## src/sv/mpbs_pkg.sv

```systemverilog
// ----------------------------------------------------------------------------
// mpbs_pkg
// Shared types, sizes and helpers for the multi-pattern byte scanner.
// ----------------------------------------------------------------------------
package mpbs_pkg;

	localparam int NUM_PATTERNS    = 16;
	localparam int MAX_PATTERN_LEN = 64;

	localparam int SLOT_W  = $clog2(NUM_PATTERNS);
	localparam int BPOS_W  = $clog2(MAX_PATTERN_LEN);
	localparam int LEN_W   = $clog2(MAX_PATTERN_LEN + 1);
	localparam int ACT_W   = $clog2(NUM_PATTERNS + 1);
	localparam int CNT_W   = 5;
	localparam int POS_W   = 32;
	localparam int BYTE_W  = 8;
	localparam int WIN_W   = MAX_PATTERN_LEN * BYTE_W;
	localparam int APB_AW  = 3;
	localparam int APB_DW  = 32;

	// word index of the pattern count register
	localparam logic REG_PATTERN_COUNT = 1'b0;

	typedef enum logic [1:0] {
		FN_LOAD    = 2'd0,
		FN_SET_LEN = 2'd1,
		FN_SCAN    = 2'd2,
		FN_RESTART = 2'd3
	} func_t;

	typedef enum logic [1:0] {
		ST_IDLE,
		ST_SCAN,
		ST_DRAIN,
		ST_EMIT
	} state_t;

	typedef struct packed {
		logic              load;
		logic              set_len;
		logic              restart;
		logic              scan;
		logic              rd_en;
		logic [SLOT_W-1:0] rd_slot;
		logic              emit;
	} cmd_t;

	typedef struct packed {
		logic hits_any;
		logic hits_one;
		logic out_free;
	} sts_t;

	// lowest set bit of the hit vector
	function automatic logic [SLOT_W-1:0] first_set(input logic [NUM_PATTERNS-1:0] v);
		logic [SLOT_W-1:0] r;
		r = '0;
		for (int i = NUM_PATTERNS - 1; i >= 0; i--) begin
			if (v[i]) begin
				r = SLOT_W'(i);
			end
		end
		return r;
	endfunction

endpackage

```

## src/sv/mpbs_ctrl.sv

```systemverilog
// ----------------------------------------------------------------------------
// mpbs_ctrl
// Sequencer: takes items, steps one slot per cycle, then hands out reports.
// ----------------------------------------------------------------------------
module mpbs_ctrl import mpbs_pkg::*; (
	input  logic             clk,
	input  logic             arst_n,
	input  logic             in_valid,
	input  logic [1:0]       func,
	input  logic [ACT_W-1:0] active_cnt,
	input  sts_t             sts,
	output logic             in_ready,
	output cmd_t             cmd
);

	state_t            state_q, state_d;
	logic [SLOT_W-1:0] slot_q;
	func_t             fn;
	logic              last_slot;

	assign fn        = func_t'(func);
	assign last_slot = ({1'b0, slot_q} == ACT_W'(active_cnt - ACT_W'(1)));

	always_ff @(posedge clk or negedge arst_n) begin
		if (!arst_n) begin
			state_q <= ST_IDLE;
			slot_q  <= '0;
		end else begin
			state_q <= state_d;
			if (state_q == ST_SCAN) begin
				slot_q <= slot_q + SLOT_W'(1);
			end else begin
				slot_q <= '0;
			end
		end
	end

	// next state
	always_comb begin
		state_d = state_q;
		case (state_q)
			ST_IDLE: begin
				if (in_valid && fn == FN_SCAN && active_cnt != '0) begin
					state_d = ST_SCAN;
				end
			end
			ST_SCAN: begin
				if (last_slot) begin
					state_d = ST_DRAIN;
				end
			end
			ST_DRAIN: begin
				state_d = ST_EMIT;
			end
			ST_EMIT: begin
				if (!sts.hits_any || (sts.out_free && sts.hits_one)) begin
					state_d = ST_IDLE;
				end
			end
			default: begin
				state_d = ST_IDLE;
			end
		endcase
	end

	// outputs
	always_comb begin
		in_ready    = 1'b0;
		cmd         = '0;
		cmd.rd_slot = slot_q;
		case (state_q)
			ST_IDLE: begin
				in_ready    = 1'b1;
				cmd.load    = in_valid && fn == FN_LOAD;
				cmd.set_len = in_valid && fn == FN_SET_LEN;
				cmd.scan    = in_valid && fn == FN_SCAN;
				cmd.restart = in_valid && fn == FN_RESTART;
			end
			ST_SCAN: begin
				cmd.rd_en = 1'b1;
			end
			ST_DRAIN: begin
			end
			ST_EMIT: begin
				cmd.emit = sts.hits_any && sts.out_free;
			end
			default: begin
			end
		endcase
	end

endmodule

```

## config.mk

```make
export PLATFORM = sky130hd
export DESIGN_NAME = mpbs_ctrl
export DESIGN_NICKNAME = d
export VERILOG_FILES = /design/src/sv/mpbs_pkg.sv /design/src/sv/mpbs_ctrl.sv
export SDC_FILE = /design/constraint.sdc
export NUM_CORES = 1
export LEC_CHECK = 0
export BUFFER_PORTS_ARGS = -buffer_cell sky130_fd_sc_hd__buf_2
export CAP_MARGIN = 30
export CORE_AREA = 2 2 39 41
export DETAILED_ROUTE_END_ITERATION = 10
export DIE_AREA = 0 0 41 43
export PLACE_DENSITY_LB_ADDON = 0.1
export REMOVE_ABC_BUFFERS = 1
export SETUP_SLACK_MARGIN = 0.1
export SLEW_MARGIN = 0
export SYNTH_ARGS = -nofsm -noshare
export SYNTH_HDL_FRONTEND = slang
export SYNTH_SLANG_ARGS = --single-unit
```

## constraint.sdc

```tcl
create_clock -name clk -period 2.45 [get_ports clk]
set_input_delay 0.245 -clock clk [delete_from_list [all_inputs] [get_ports clk]]
set_output_delay 0.245 -clock clk [all_outputs]
set_load 0.005 [all_outputs]
```

Yosys cells after proc, flatten, opt, wreduce, memory -nomap -nowiden --
Cells that the tools add are included.
Word-level totals: word-level logic and storage cells 36, RAM bits 0, bits in read-only memories 0, latch bits 0, memories 0, flip-flop bits (word level) 6
Cells by class: add/subtract/negate cells 2, multiply operators 0, div/mod/pow operators 0, muxes and demuxes 9, bitwise gates (word level) 0, shifts and indexed selects 0, eq/ne operators 10, reductions and logical operators 13, magnitude comparators 0
Operators with widths (count):
- $eq A2 B2 Y1 const B | 4
- $mux W4 | 2
- $pmux W2 S4 | 1
- $logic_and A1 B1 Y1 | 7
- $mux W2 | 3
- $ne A2 B2 Y1 const B | 3
- $eq A4 B5 Y1 | 1
- $reduce_bool A5 Y1 | 1
- $sub A5 B1 Y5 const B | 1
- $add A4 B1 Y4 const B | 1
- $eq A2 B1 Y1 const B | 2
- $logic_not A2 Y1 | 2
- $mux W1 | 3
- $reduce_and A3 Y1 | 1
- $logic_not A1 Y1 | 1
- $logic_or A1 B1 Y1 | 1

Longest topological paths before layout --
Gate-level depths: netlist (run 1).
word-level depth 5, depth in mapped cells 7, mapped depth without buffers 7

Worst setup path after synthesis (run 1) --
OpenSTA, ideal clock, no wires.
path type input-to-reg, from input active_cnt[0], to register state_q[1], setup slack 0.518 ns, stages 7, path buffers 0, library setup time 0.125 ns, arrival 1.807 ns, required time 2.325 ns, cells stage by stage inv_1 -> ha_1 -> xor2_1 -> o211ai_1 -> a221o_1 -> a2111oi_4 -> mux2_4
On the way: word-level cells in the longest chain between the ends 4, elaborated cells between the ends (all ways) 7, classes of those cells 1 x add/sub; 3 x eq/ne; 3 x reduce/logical
Ends and longest elaborated chain:
- from (decl) | line mpbs_ctrl.sv:10 | input logic [ACT_W-1:0] active_cnt,
- $sub A5 B1 Y5 or $reduce_bool A5 Y1 (tied branches) | line mpbs_ctrl.sv:22, mpbs_ctrl.sv:43
- $eq A4 B5 Y1 or $logic_and A1 B1 Y1 (tied branches) | line mpbs_ctrl.sv:22, mpbs_ctrl.sv:43
- $ne A2 B2 Y1 (no line)
- $reduce_and A3 Y1 (no line) (*)
- to (signal assigned) | line mpbs_ctrl.sv:29 | state_q <= state_d;
- to (decl) | line mpbs_ctrl.sv:16 | state_t state_q, state_d;
Every way passes the cells marked *; elsewhere a longest branch is shown, timed or not. A chain may end at the register's enable or synchronous reset.

Worst setup path in the final report (run 1) --
Ends and elaborated chain as after synthesis.

==> qor.yml, run 1 <==
critical_path:
  critPathBufInv: 2
  reg2reg_slack_ns: 0.58
  cp_max_fo: 3
  startpoint: "active_cnt[0]"
  r2r-end: "state_q[1]"
  max_stage_delay_ns: 0.42
  crit_arrival_ns: 2.02
  cp-end-kind: "flip-flop"
  crit_chain: "buf_2 > inv_1 > ha_1 > xor2_1 > o211ai_1 > a221o_1 > a2111oi_4 > mux2_4"
  critPathKind: "in -> reg"
  cp_slowest_cell: "a2111oi_4"
  crit_path_start_kind: "primary input"
  reg2reg_depth: 5
  path_delay_family: "compound AO/OA/AOI/OAI gates"
  required_ns: 2.57
  regToRegStartpoint: "slot_q[0]"
timing:
  fin_crit_ns: 1.90
  setup_tns_ns: 0
  rsz0062_at_grt: "false"
  finalHoldViolations: 0
  fin_crit_sh: 0.774
  max_freq_mhz: 527
  finalClockSkew_ns: 0.00105
  relSlewSlack: 0.776
  drv_slew: 0
  worst_pin_slew_ns: 0.337
  setup_viol: 0
  finalWorstSetupSlack_ns: 0.554
floorplanning:
  design.core.area_sq_mm: 0.00138
  pin_count: 24
  die-area_sq_mm: 0.00176
  die-height_um: 43
  row_count: 14
  start_util: 0.363
  die_w_um: 41
clock_network:
  h-tree-depth: 1
  clk_pin_slew_ns: 0.04
  clk_latency_ns: 0.24
  cts.sinks: 6
  cts_made_buffers: 3
  cts-root-buf: "clkbuf_4"
  cts.path.max_buffers: 2
  cts_tree: "yes"
routing:
  wl_per_cell_um: 10.0
  drc: 0
  drt_pass1_iterations: 3
  postRouteAntennaNets: 0
  route.final.wire_length_um: 951
  drtIter0Drc: 4
  vias_per_cell: 4.71
  vias: 447
pwr:
  total_leakage_power_nw: 0.381
  peakVddDrop_uv: 452
  power_density_mw_per_mm2: 822
flow_run:
  cap_violations: 0
synth:
  yosysTopAreaCell: "dfrtp_1"
  synth_top_family_by_area: "simple AND/OR/NAND/NOR gates"
  avgSynthCellArea_sq_um: 9.67
  yosysSeqAreaShare: 0.299
  yosys.area_share.simple: 0.214
  synth_fa_ha_area_frac: 0.149
  synthesis.area_sq_um: 503
  synthTopCellsByArea: "dfrtp_1, ha_1, a2111oi_4"
  synth_cell_type_count: 24
  yosysWarnings: 0
  synth_compound_area_frac: 0.147
  synthMuxAreaShare: 0.0498
  ys_seq_elements: 6
  synth_top_area_frac: 0.299
  synth_xor_area_frac: 0.104
  postSynthCellCount: 52
grt:
  grt-ovfl-total: 0
  grt_pass1_vias: 401
  grt_pass1_wl_um: 1510
  grt_use_total: 0.127
  grt_max_degree: 8
  antenna_found_initial: 0
finish:
  syn2layout_area_growth_pct: 33.3
  multiInputGateArea_sq_um: 334
  final_nets: 100
  antenna_cells: 0
  stdcell_count: 95
  ff_latch_area_sq_um: 150
  drive_gt1_frac: 0.380
  n_fill_cell: 136
run_status:
  status: "finished clean"
placement:
  dp_slack_ns: 0.299
  dp.cells: 91
  post-dp-hpwl_um: 799
  io_buffers: 23
  gp_congestion: 0.693
worst_hold_path:
  hp-class: "in -> async"
-- worst max-delay path by stage --
stage | to | slack, ns | cells after the start
2_1_floorplan | state_q[1] | 0.52 | 7
3_3_place_gp | state_q[1] | 0.35 | 8
5_1_grt | state_q[1] | 0.48 | 5
3_5_place_dp | state_q[1] | 0.30 | 8
4_1_cts | state_q[1] | 0.56 | 8
6_report | state_q[1] | 0.55 | 8
-- cells by family after synthesis --
| kind of cell | Yosys count |
|---|---|
| buffers and inverters | 5 |
| AND/OR/NAND/NOR | 20 |
| flip-flops | 6 |
| XOR/XNOR | 6 |
| AO/OA/AOI/OAI | 7 |
| adder cells (fa/ha/maj) | 6 |
| multiplexers | 2 |
-- state kept, by name, indices dropped and copies added (netlist names) --
signal   flops
slot_q       4
state_q      2
-- worst register-to-register path: stages (launching register included) --
cell and delay, ns:
dfrtp_1 0.41, xor2_1 0.17, o211ai_1 0.11, a221o_1 0.31
a2111oi_4 0.42, mux2_4 0.33
-- stage by stage --
step           hold WS (ns)  area (sq um)  power (mW)  utilization
2_1_floorplan       -0.0506           503       0.382            -
3_3_place_gp         0.0792           638       0.467        0.461
3_5_place_dp         0.0739           638       0.468        0.461
4_1_cts               0.350           671       0.565        0.485
5_1_grt               0.363           671       0.606        0.485
6_report              0.357           671       0.551        0.485
-- routing by layer --
metal | routed length [um] | track usage | up-vias
met4 | 0 | 0.0600 | 0
met2 | 451 | 0.200 | 10
met1 | 456 | 0.142 | 199
li1 | - | - | 238
met3 | 43 | 0.0471 | 0
met5 | 0 | 0 | -
-- cell usage after synthesis (all sizes together) --
cell / n
and3: 1
nor2b: 1
mux2i: 1
o211ai: 1
o211a: 1
nor2: 4
xnor2: 3
a2111oi: 1
ha: 6
or2: 1
a221o: 1
nor3b: 1
a21oi: 2
xor2: 3
nand3: 2
o31a: 1
nand2: 3
dfrtp: 6
nand4: 1
mux2: 1
nor3: 3
inv: 5
and2: 3
-- cells in the final DEF (no fill, tap or decap), types with 2 or more instances in the layout --
cell type	Yosys	routed
buf_2	0	23
ha_1	6	6
dfrtp_1	6	6
inv_1	5	5
nor2_1	4	4
nand2_1	3	3
xor2_1	3	3
and2_1	3	3
xnor2_1	3	3
clkbuf_4	0	3
nand3_1	2	2
nor3_1	2	2
a21oi_1	2	2
-- where the power goes --
part           internal [mW]  switching, mW  leakage [nW]
Combinational          0.163          0.140         0.288
Clock                 0.0552         0.0320        0.0138
Sequential             0.130         0.0316        0.0784
Total                  0.348          0.203         0.381
-- repair_timing --
item / 4_1_cts / 5_1_grt
buffers inserted: 0 / 0
hold buffers: 1 / 0
resized for setup: 0 / 0
hold endpoints to repair: 6 / 0
-- cell type report --
class,count,share of cell area
Multi-Input combinational cell,41,0.498
Sequential cell,6,0.224
Timing Repair Buffer,24,0.187
Clock buffer,3,0.0336
Tap cell,16,0.0299
Inverter,5,0.0280
(Power assumes the default switching activity.)
==> run 2: changes to the inputs <==
Clock period 2.45 ns to 1.7 ns, I/O delays scaled along.
==> run 2 against run 1 <==
Compared with the run above:
- the run now ends with setup timing left
- power grew 71%
- first-iteration DRC count grew to 2.8 times the previous value
- cell area grew 16%
- hold slack worse by 0.089 ns
- sequential share of layout area decreased by 3.2 points
- cell count is 12% higher
- register-to-register slack lost 0.62 ns
- via count is 7.8% higher
- clock skew rose by 0.0028 ns
==> qor.yml, run 2 (synthesis gave the netlist of run 1 again) <==
timing:
  fin_crit_ns: 1.74
  relSlewSlack: 0.797  # was 0.776
  worst_pin_slew_ns: 0.305  # was 0.337 ns
  fin_crit_sh: 1.02
  max_freq_mhz: 575
  rsz0062_at_grt: "true"  # was false
  finalHoldViolations: 0  # unchanged
  final.hold.worst_slack_ns: 0.269  # was 0.357 ns
  setup_viol: 2  # was 0
  drv_slew: 0  # unchanged
  finalWorstSetupSlack_ns: -0.0390  # was 0.554 ns
  finalClockSkew_ns: 0.00387  # was 0.00105 ns
clock_network:
  cts_made_buffers: 3  # unchanged
  cts.sinks: 6  # unchanged
  cts.path.max_buffers: 2  # unchanged
  clk_latency_ns: 0.25  # was 0.24 ns
  cts-root-buf: "clkbuf_4"  # unchanged
  h-tree-depth: 1  # unchanged
  cts_tree: "yes"  # unchanged
  clk_pin_slew_ns: 0.05  # was 0.04 ns
floorplanning:
  die-area_sq_mm: 0.00176  # unchanged
  die-height_um: 43  # unchanged
  die_w_um: 41  # unchanged
  pin_count: 24  # unchanged
  start_util: 0.363  # unchanged
  design.core.area_sq_mm: 0.00138  # unchanged
  row_count: 14  # unchanged
routing:
  vias_per_cell: 4.55  # was 4.71
  drt_pass1_iterations: 4  # was 3
  drc: 0  # unchanged
  drtIter0Drc: 11  # was 4
  postRouteAntennaNets: 0  # unchanged
  vias: 482  # was 447
  route.final.wire_length_um: 1070  # was 951 um
  wl_per_cell_um: 10.1  # was 10.0 um
placement:
  io_buffers: 23  # unchanged
  gp_congestion: 0.692  # was 0.693
  post-dp-hpwl_um: 859  # was 799 um
  postPlaceCellArea_sq_um: 706  # was 638 sq um
  dp_slack_ns: -0.305  # was 0.299 ns
critical_path:
  max_stage_delay_ns: 0.40  # was 0.42 ns
  critPathKind: "reg -> reg"  # was in -> reg
  crit_arrival_ns: 1.87  # was 2.02 ns
  crit_path_start_kind: "flip-flop"  # was primary input
  cp_max_fo: 2  # was 3
  critPathBufInv: 0  # was 2
  required_ns: 1.83  # was 2.57 ns
  cp-end-kind: "flip-flop"  # unchanged
  crit_chain: "xnor2_2 > o211ai_1 > a221o_1 > a2111oi_4 > mux2_4"  # was buf_2 > inv_1 > ha_1 > xor2_1 > o211ai_1 > a221o_1 > a2111oi_4 > mux2_4
  path_delay_family: "compound AO/OA/AOI/OAI gates"  # unchanged
  cp_slowest_cell: "dfrtp_1"  # was a2111oi_4
grt:
  grt_pass1_vias: 415  # was 401
  grt_use_total: 0.142  # was 0.127
  grt_max_degree: 7  # was 8
  grt_pass1_wl_um: 1600  # was 1510 um
  grt-ovfl-total: 0  # unchanged
  antenna_found_initial: 0  # unchanged
finish:
  largest_reg_flops: 4  # unchanged
  drive_gt1_frac: 0.522  # was 0.380
  layout_common_cells: "buf_2, buf_4, dfrtp_1"  # was buf_2, ha_1, dfrtp_1
  syn2layout_area_growth_pct: 55.2  # was 33.3%
  postLayoutCellArea_sq_um: 781  # was 671 sq um
  final_nets: 111  # was 100
  reg_top3: "slot_q: 4 flops, state_q: 2 flops"  # unchanged
  antenna_cells: 0  # unchanged
  largest_register: "slot_q"  # unchanged
  final_util: 0.564  # was 0.485
  layout_commonest_cell: "buf_2"  # unchanged
worst_hold_path:
  hp-class: "in -> async"  # unchanged
run_status:
  violations: "setup timing"
  status: "finished, violations left"  # was finished clean
flow_run:
  cap_violations: 0  # unchanged
pwr:
  peakVddDrop_uv: 661  # was 452 uV
  power_density_mw_per_mm2: 1210  # was 822 mW/mm^2
  total_leakage_power_nw: 0.441  # was 0.381 nW
  totalPowerFinal_mw: 0.943  # was 0.551 mW
==> run 2: final cells by class <==
| type | instances | area, sq um |
|---|---|---|
| Clock buffer | 3 | 22.5 |
| Multi-Input combinational cell | 41 | 362 |
| Timing Repair Buffer | 35 | 208 |
| Tap cell | 16 | 20.0 |
| Fill cell | 128 | 603 |
| Sequential cell | 6 | 150 |
| Inverter | 5 | 18.8 |
==> run 2: worst paths after layout <==
path / start / end / slack [ns] / depth (start not counted)
setup / recovery: slot_q[3] / state_q[1] / -0.04 / 5
hold / removal: arst_n / state_q[0] / 0.27 / 2
setup reg to reg: slot_q[3] / state_q[1] / -0.04 / 5
hold reg to reg: slot_q[0] / slot_q[0] / 0.56 / 2
max in group asynchronous: arst_n / slot_q[1] / 1.29 / 2
min in group clk: active_cnt[4] / state_q[1] / 0.49 / 4
==> run 2: power by group <==
part / leakage (nW) / total [mW] / internal [mW] / switching (mW)
registers: 0.0784 / 0.225 / 0.187 / 0.0376
logic: 0.349 / 0.583 / 0.338 / 0.244
clock network: 0.0138 / 0.136 / 0.0801 / 0.0555
==> run 2: metrics by stage <==
stage          setup TNS [ns]  std cells
2_1_floorplan          -0.157         52
3_3_place_gp           -0.545        100
3_5_place_dp           -0.594        100
4_1_cts                -0.101        105
5_1_grt                -0.205        106
6_report              -0.0501        106
==> run 2: routing by layer <==
metal	vias up	GRT usage	wire, um
met5	-	0	0
met4	0	0.120	37
met3	4	0.0314	44
met2	10	0.197	484
met1	208	0.174	501
li1	260	-	-
==> run 2: worst reg2reg max path: cells and delay by family (launching register included) <==
| kind | cells | cell delay [ns] |
|---|---|---|
| AO/OA/AOI/OAI | 3 | 0.75 |
| XOR/XNOR | 1 | 0.15 |
| flip-flops | 1 | 0.40 |
| multiplexers | 1 | 0.33 |
==> run 2: repair_timing <==
action | 4_1_cts | 5_1_grt
resized for setup | 1 | 6
endpoints found under the hold margin | 6 | 0
buffers inserted | 1 | 1
hold buffers | 1 | 0
pin swaps | 1 | 1
endpoints found under the setup margin | 2 | 6
